### src/hw/rtl/gne_pkg.sv
`default_nettype none
// ----------------------------------------------------------------------------
// gne_pkg
// Shared constants, codes and the command/status bundles of the gate netlist
// evaluator.
// ----------------------------------------------------------------------------
package gne_pkg;

  localparam int MAX_GATES   = 128;
  localparam int MAX_SIGNALS = 256;
  localparam int PORT_DEPTH  = 1024;
  localparam int MAX_SELECT  = 4;
  localparam int MAX_INPUTS  = 16;
  localparam int MAX_OUTPUTS = 16;

  localparam int GIDX_W = 7;
  localparam int GCNT_W = 8;
  localparam int SIG_W  = 8;
  localparam int PADR_W = 10;
  localparam int OFF_W  = 5;
  localparam int CNT_W  = 5;
  localparam int SEL_W  = 4;
  localparam int ENT_W  = 17;

  localparam logic [1:0] OP_GATE = 2'd0;
  localparam logic [1:0] OP_PORT = 2'd1;
  localparam logic [1:0] OP_EVAL = 2'd2;

  localparam logic [3:0] KIND_PASS = 4'd0;
  localparam logic [3:0] KIND_NOT  = 4'd1;
  localparam logic [3:0] KIND_AND  = 4'd2;
  localparam logic [3:0] KIND_OR   = 4'd3;
  localparam logic [3:0] KIND_NAND = 4'd4;
  localparam logic [3:0] KIND_NOR  = 4'd5;
  localparam logic [3:0] KIND_XOR  = 4'd6;
  localparam logic [3:0] KIND_DEC  = 4'd7;
  localparam logic [3:0] KIND_MUX  = 4'd8;

  // port access steps of one gate
  localparam logic [2:0] STEP_A    = 3'd0;
  localparam logic [2:0] STEP_B    = 3'd1;
  localparam logic [2:0] STEP_WR   = 3'd2;
  localparam logic [2:0] STEP_CLR  = 3'd3;
  localparam logic [2:0] STEP_SEL  = 3'd4;
  localparam logic [2:0] STEP_SET  = 3'd5;
  localparam logic [2:0] STEP_MUXA = 3'd6;

  localparam logic [1:0] REG_GATES   = 2'd0;
  localparam logic [1:0] REG_INPUTS  = 2'd1;
  localparam logic [1:0] REG_OUTPUTS = 2'd2;

  typedef struct packed {
    logic       wr_gate;
    logic       wr_port;
    logic       start;
    logic       g_rd;
    logic       g_latch;
    logic       g_inc;
    logic       p_rd;
    logic       s_rd;
    logic       s_wr;
    logic       s_take;
    logic       i_clr;
    logic       i_inc;
    logic       o_rd;
    logic       o_take;
    logic       o_load;
    logic [2:0] step;
  } gne_cmd_t;

  typedef struct packed {
    logic [3:0]       kind;
    logic [2:0]       k;
    logic [CNT_W-1:0] n;
    logic [CNT_W-1:0] i;
    logic             last_gate;
    logic             no_gates;
    logic             last_out;
    logic             no_outs;
    logic             out_busy;
  } gne_stat_t;

endpackage
`default_nettype wire

### src/hw/rtl/gne_ctrl.sv
`default_nettype none
// ----------------------------------------------------------------------------
// gne_ctrl
// Sequencer: walks the gate table, steps through each gate's port accesses
// and collects the outputs.
// ----------------------------------------------------------------------------
module gne_ctrl (
  input  wire logic              clk_i,
  input  wire logic              rst_ni,
  input  wire logic              in_valid_i,
  output logic                   in_ready_o,
  input  wire logic [1:0]        operation_i,
  input  wire gne_pkg::gne_stat_t stat_i,
  output gne_pkg::gne_cmd_t      cmd_o
);
  import gne_pkg::*;

  localparam logic [3:0] S_IDLE   = 4'd0;
  localparam logic [3:0] S_GFETCH = 4'd1;
  localparam logic [3:0] S_GDEC   = 4'd2;
  localparam logic [3:0] S_GSTART = 4'd3;
  localparam logic [3:0] S_PRD    = 4'd4;
  localparam logic [3:0] S_PWAIT  = 4'd5;
  localparam logic [3:0] S_SRES   = 4'd6;
  localparam logic [3:0] S_ORD    = 4'd7;
  localparam logic [3:0] S_ORES   = 4'd8;
  localparam logic [3:0] S_DONE   = 4'd9;

  logic [3:0] state_q, state_d;
  logic [2:0] step_q, step_d;
  logic       i_last_n, i_last_k;

  assign i_last_n = ({1'b0, stat_i.i} + 1'b1) == {1'b0, stat_i.n};
  assign i_last_k = ({1'b0, stat_i.i} + 1'b1) == (CNT_W+1)'(stat_i.k);
  assign in_ready_o = (state_q == S_IDLE);

  always_comb begin
    state_d    = state_q;
    step_d     = step_q;
    cmd_o      = '0;
    cmd_o.step = step_q;
    case (state_q)
      S_IDLE: begin
        if (in_valid_i) begin
          case (operation_i)
            OP_GATE: cmd_o.wr_gate = 1'b1;
            OP_PORT: cmd_o.wr_port = 1'b1;
            OP_EVAL: begin
              cmd_o.start = 1'b1;
              if (!stat_i.no_gates) begin
                state_d = S_GFETCH;
              end else if (stat_i.no_outs) begin
                state_d = S_DONE;
              end else begin
                state_d = S_ORD;
              end
            end
            default: ;
          endcase
        end
      end
      S_GFETCH: begin
        cmd_o.g_rd = 1'b1;
        state_d    = S_GDEC;
      end
      S_GDEC: begin
        cmd_o.g_latch = 1'b1;
        cmd_o.i_clr   = 1'b1;
        state_d       = S_GSTART;
      end
      S_GSTART: begin
        state_d = S_PRD;
        case (stat_i.kind)
          KIND_PASS, KIND_NOT, KIND_AND, KIND_OR,
          KIND_NAND, KIND_NOR, KIND_XOR: step_d = STEP_A;
          KIND_DEC: step_d = STEP_CLR;
          KIND_MUX: step_d = (stat_i.k != 3'd0) ? STEP_SEL : STEP_MUXA;
          default: begin
            // unknown kinds leave the signals alone
            cmd_o.g_inc = 1'b1;
            cmd_o.i_clr = 1'b1;
            if (!stat_i.last_gate) state_d = S_GFETCH;
            else if (stat_i.no_outs) state_d = S_DONE;
            else state_d = S_ORD;
          end
        endcase
      end
      S_PRD: begin
        cmd_o.p_rd = 1'b1;
        state_d    = S_PWAIT;
      end
      S_PWAIT: begin
        case (step_q)
          STEP_WR, STEP_SET: begin
            cmd_o.s_wr  = 1'b1;
            cmd_o.g_inc = 1'b1;
            cmd_o.i_clr = 1'b1;
            if (!stat_i.last_gate) state_d = S_GFETCH;
            else if (stat_i.no_outs) state_d = S_DONE;
            else state_d = S_ORD;
          end
          STEP_CLR: begin
            cmd_o.s_wr = 1'b1;
            state_d    = S_PRD;
            if (i_last_n) begin
              cmd_o.i_clr = 1'b1;
              step_d      = (stat_i.k != 3'd0) ? STEP_SEL : STEP_SET;
            end else begin
              cmd_o.i_inc = 1'b1;
            end
          end
          default: begin
            cmd_o.s_rd = 1'b1;
            state_d    = S_SRES;
          end
        endcase
      end
      S_SRES: begin
        cmd_o.s_take = 1'b1;
        state_d      = S_PRD;
        case (step_q)
          STEP_A: step_d = (stat_i.kind == KIND_PASS || stat_i.kind == KIND_NOT) ?
                           STEP_WR : STEP_B;
          STEP_SEL: begin
            if (i_last_k) begin
              cmd_o.i_clr = 1'b1;
              step_d      = (stat_i.kind == KIND_DEC) ? STEP_SET : STEP_MUXA;
            end else begin
              cmd_o.i_inc = 1'b1;
            end
          end
          default: step_d = STEP_WR;
        endcase
      end
      S_ORD: begin
        cmd_o.o_rd = 1'b1;
        state_d    = S_ORES;
      end
      S_ORES: begin
        cmd_o.o_take = 1'b1;
        if (stat_i.last_out) begin
          state_d = S_DONE;
        end else begin
          cmd_o.i_inc = 1'b1;
          state_d     = S_ORD;
        end
      end
      S_DONE: begin
        if (!stat_i.out_busy) begin
          cmd_o.o_load = 1'b1;
          state_d      = S_IDLE;
        end
      end
      default: state_d = S_IDLE;
    endcase
  end

  always_ff @(posedge clk_i or negedge rst_ni) begin
    if (!rst_ni) begin
      state_q <= S_IDLE;
      step_q  <= STEP_A;
    end else begin
      state_q <= state_d;
      step_q  <= step_d;
    end
  end

endmodule
`default_nettype wire

### config.mk
export PLATFORM = sky130hd
export DESIGN_NAME = gne_ctrl
export DESIGN_NICKNAME = d
export VERILOG_FILES = /design/src/hw/rtl/gne_pkg.sv /design/src/hw/rtl/gne_ctrl.sv
export SDC_FILE = /design/constraint.sdc
export NUM_CORES = 1
export LEC_CHECK = 0
export BUFFER_PORTS_ARGS = -buffer_cell sky130_fd_sc_hd__buf_2
export CAP_MARGIN = 20
export CELL_PAD_IN_SITES_DETAIL_PLACEMENT = 0
export CELL_PAD_IN_SITES_GLOBAL_PLACEMENT = 1
export CORE_MARGIN = 2
export CORE_UTILIZATION = 31
export CTS_CLUSTER_SIZE = 40
export DETAILED_ROUTE_END_ITERATION = 8
export PLACE_DENSITY_LB_ADDON = 0.3
export SYNTH_ARGS = -nofsm -noshare
export SYNTH_HDL_FRONTEND = slang
export SYNTH_SLANG_ARGS = --single-unit
### constraint.sdc
create_clock -name clk_i -period 1.9 [get_ports clk_i]
set_clock_uncertainty 0.1 [all_clocks]
set_input_delay 0.095 -clock clk_i [delete_from_list [all_inputs] [get_ports clk_i]]
set_output_delay 0.095 -clock clk_i [all_outputs]
set_load 0.03 [all_outputs]
==> results.sh <==
export IMPL_outcome="complete, no violations"
export IMPL_grt_remaining_overflow=0
export IMPL_synth_enable_flop_cells=0
export IMPL_vdd_drop_max_mv=0.736
export IMPL_tightest_slew_ns=0.487
export IMPL_global_route_usage_total=0.177
export IMPL_report_final_hold_viol_count=0
export IMPL_asyncSetResetFlopFracSynth=1.00
export IMPL_syn_area_mm2=0.00102
export IMPL_placeableCoreArea_mm2=0.00310
export IMPL_critical_path_depth=6
export IMPL_power_per_cell_area_mw_per_mm2=1270
export IMPL_layoutNonFillerInstCount=263
export IMPL_hold_class="primary input to flop"
export IMPL_netlist_instances=153
export IMPL_crit_path_cell_trace="nand3b_1, o21a_1, o21ai_2, nor2_1, o211ai_1, buf_4"
export IMPL_detailedRoute_firstPassIterationCount=4
export IMPL_final_layout_size_suffix_gt1_frac=0.388
export IMPL_post_route_util=0.498
export IMPL_worst_endpoint_arrival_ns=1.66
export IMPL_slew_limit_headroom=0.667
export IMPL_place_detailed_hpwl_mm=2.66
export IMPL_cts_buffers_inserted=3
export IMPL_final_period_minus_worst_setup_slack_ns=1.86
export IMPL_post_route_drc_count=0
export IMPL_clkSlewWorstSetupHoldPaths_ns=0.05
export IMPL_slowest_stage="dfrtp_2"
export IMPL_crit_reg2reg_capture="state_q[3]$_DFFE_PN0P_"
export IMPL_maxCapViolations=0
export IMPL_nets=248
export IMPL_start_util=0.330
export IMPL_cts_htree_levels=1
export IMPL_dp_slack_ns=0.00136
export IMPL_timing_final_crit_share=0.976
export IMPL_maxSlewViolCount=0
export IMPL_vias_per_cell=5.13
export IMPL_reg_to_reg_start="state_q[1]$_DFFE_PN0P_"
export IMPL_drt_total_wl_mm=3.33
export IMPL_critical_path_max_fanout=6
export IMPL_initial_antenna_violation_count=0
export IMPL_nFillCells=342
export IMPL_clock_latency_ns=0.24
export IMPL_grt_pass1_wl_mm=5.09
export IMPL_max_fclk_ghz=0.539
export IMPL_rsz0062_at_grt="true"
export IMPL_avgSynthCellArea_um2=6.69
export IMPL_worstSetupEndpointType="output port"
export IMPL_port_bufs=45
export IMPL_cpPeakStageDelay_ns=0.43
export IMPL_post_route_setup_tns_ns=0
export IMPL_area_growth_syn_to_layout_pct=51.1
export IMPL_diodes=0
export IMPL_postSynthNetCount=181
export IMPL_grt_max_degree=12
export IMPL_critical_path_top_delay_family="compound AO/OA/AOI/OAI gates"
export IMPL_route_vias_total=1348
export IMPL_worst_slack_ns=0.0447
export IMPL_routabilityCongestion=0.923
export IMPL_ys_seq_elements=7
export IMPL_timing_critical_path_from_type="flop"
export IMPL_vias_in_the_first_global_route=1174
export IMPL_smallest_hold_slack_ns=0.0329
export IMPL_ioPinCount=46
export IMPL_min_path_cells=3
export IMPL_multiInputGateArea_um2=867
export IMPL_dp_cells=252
export IMPL_critical_path_buf_inv_count=1
export IMPL_die_width_um=61.5
export IMPL_leakage_nw=0.756
export IMPL_clockBufferDepth=2
export IMPL_tritoncts="built"
export IMPL_register_area_um2=181
export IMPL_cts_sink_count=7
export IMPL_reg2regPathDepth=6
export IMPL_ys_seq_area_frac=0.171
export IMPL_num_rows=20
export IMPL_report_final_setup_viol=0
export IMPL_hold_path_end="state_q[0]$_DFFE_PN0P_"
export IMPL_postRouteAntennaNets=0
export IMPL_detail_route_wl_per_cell_um=12.7
export IMPL_yosysUniqueCellTypes=44
export IMPL_die_area_mm2=0.00378
export IMPL_timing_setup_critical_path_class="flop to output port"
export IMPL_drt_first_iter_violations=68
export IMPL_worst_hold_startpoint="stat_i[0]"
export IMPL_dominantRegCellSynth="dfrtp_1"
export IMPL_required_time_reported_for_the_critical_path_endpoint_ns=1.70
export IMPL_clock_tree_root_cell="clkbuf_4"
export IMPL_yosysWarnings=0
export IMPL_r2r_setup_slack_ns=0.12
export IMPL_die_height_um=61.5
[placed cells by master (no fill, tap or decap), types with 2 or more instances in the layout]
master / count
a21o_1: 2
clkbuf_4: 4
and2_1: 2
inv_1: 5
nor3_2: 2
nand3_1: 6
nor2_1: 22
o211ai_1: 2
dfrtp_2: 5
o21ai_0: 11
nand3b_1: 2
and3_1: 5
nand2_1: 14
nand4_1: 2
o31ai_2: 2
xnor2_1: 5
buf_2: 42
xor2_1: 3
a21oi_1: 7
a22oi_1: 2
mux2_2: 2
or3_1: 2
nand2b_1: 7
buf_4: 21
dfrtp_1: 2
o311ai_1: 2
nor2b_1: 4
nor3_1: 7
[worst max path at each step]
stage / endpoint / from
after CTS: cmd_o[7] / step_q[2]$_DFFE_PN0P_
after floorplan: cmd_o[7] / step_q[2]$_DFFE_PN0P_
after global placement: step_q[0]$_DFFE_PN0P_ / stat_i[5]
after detailed placement: step_q[0]$_DFFE_PN0P_ / stat_i[5]
after global routing: cmd_o[6] / step_q[2]$_DFFE_PN0P_
final: cmd_o[7] / step_q[1]$_DFFE_PN0P_
[cell families (layout without fill, tap and decap cells)]
kind of cell | Yosys count | count (layout) | synth area share
adders and majority gates | 1 | 1 | 0.0122
buffers and inverters | 9 | 75 | 0.0330
and+or+nand+nor | 88 | 88 | 0.445
muxes | 3 | 3 | 0.0318
xor gates and xnor gates | 8 | 8 | 0.0685
DFF | 7 | 7 | 0.171
AOI/OAI and AO/OA | 37 | 37 | 0.238
[worst min-delay path, stage by stage]
cell and delay, ns:
buf_2 0.10, nand2_1 0.05, o21ai_0 0.09
[state kept, by name, summed over array words and instances (netlist names)]
register  flops
step_q        3
state_q       4
[synth_stat cells (all sizes together), types with 2 or more instances]
cell / number / area [um2]
nand4: 2 / 12.5
dfrtp: 7 / 175
nand2b: 8 / 50.1
xor2: 3 / 26.3
a21oi: 7 / 35.0
o31ai: 2 / 20.0
a21o: 2 / 15.0
o211ai: 2 / 15.0
and2: 2 / 12.5
a22oi: 2 / 15.0
nand3: 6 / 30.0
xnor2: 5 / 43.8
and3: 5 / 31.3
nor2: 24 / 90.1
nand2: 14 / 52.6
nor3: 9 / 45.0
or3: 2 / 12.5
nor2b: 6 / 37.5
o21ai: 12 / 60.1
clkbuf: 4 / 15.0
o311ai: 2 / 17.5
inv: 5 / 18.8
mux2: 2 / 22.5
nand3b: 2 / 15.0
[per-stage QoR]
stage	power, mW	instance area (um2)
floorplan	1.17	1040
global placement	1.67	1410
detailed placement	1.67	1410
CTS	1.84	1460
global route	2.14	1550
finish	1.97	1550
[cell type report]
cell class                 instances  area share
tap                               44      0.0356
sequential                         7       0.117
inverter                           5      0.0121
clock buffer                       4      0.0170
multi-input combinational        137       0.561
timing repair buffer              66       0.257
[where the power goes]
part | switching (mW) | internal [mW] | leakage [nW]
clock | 0.0515 | 0.0799 | 0.0150
sequential | 0.101 | 0.222 | 0.0832
combinational | 0.878 | 0.639 | 0.657
[layer usage]
layer  GRT usage  vias up  share of wire  wire length (um)
met4      0.0274        0              0                 0
met1       0.244      620           0.46              1530
met5           0        -              0                 0
met2       0.304       44           0.48              1610
met3      0.0189        0          0.056               187
li1            -      684              -                 -
[repair_timing]
action,in CTS,in global routing
pin swaps,0,1
endpoints found under the setup margin,2,8
gates resized for setup,6,11
setup buffers,0,6
endpoints found under the hold margin,7,0
hold buffers,1,0
Note: power is estimated with default switching activity, not from simulation.
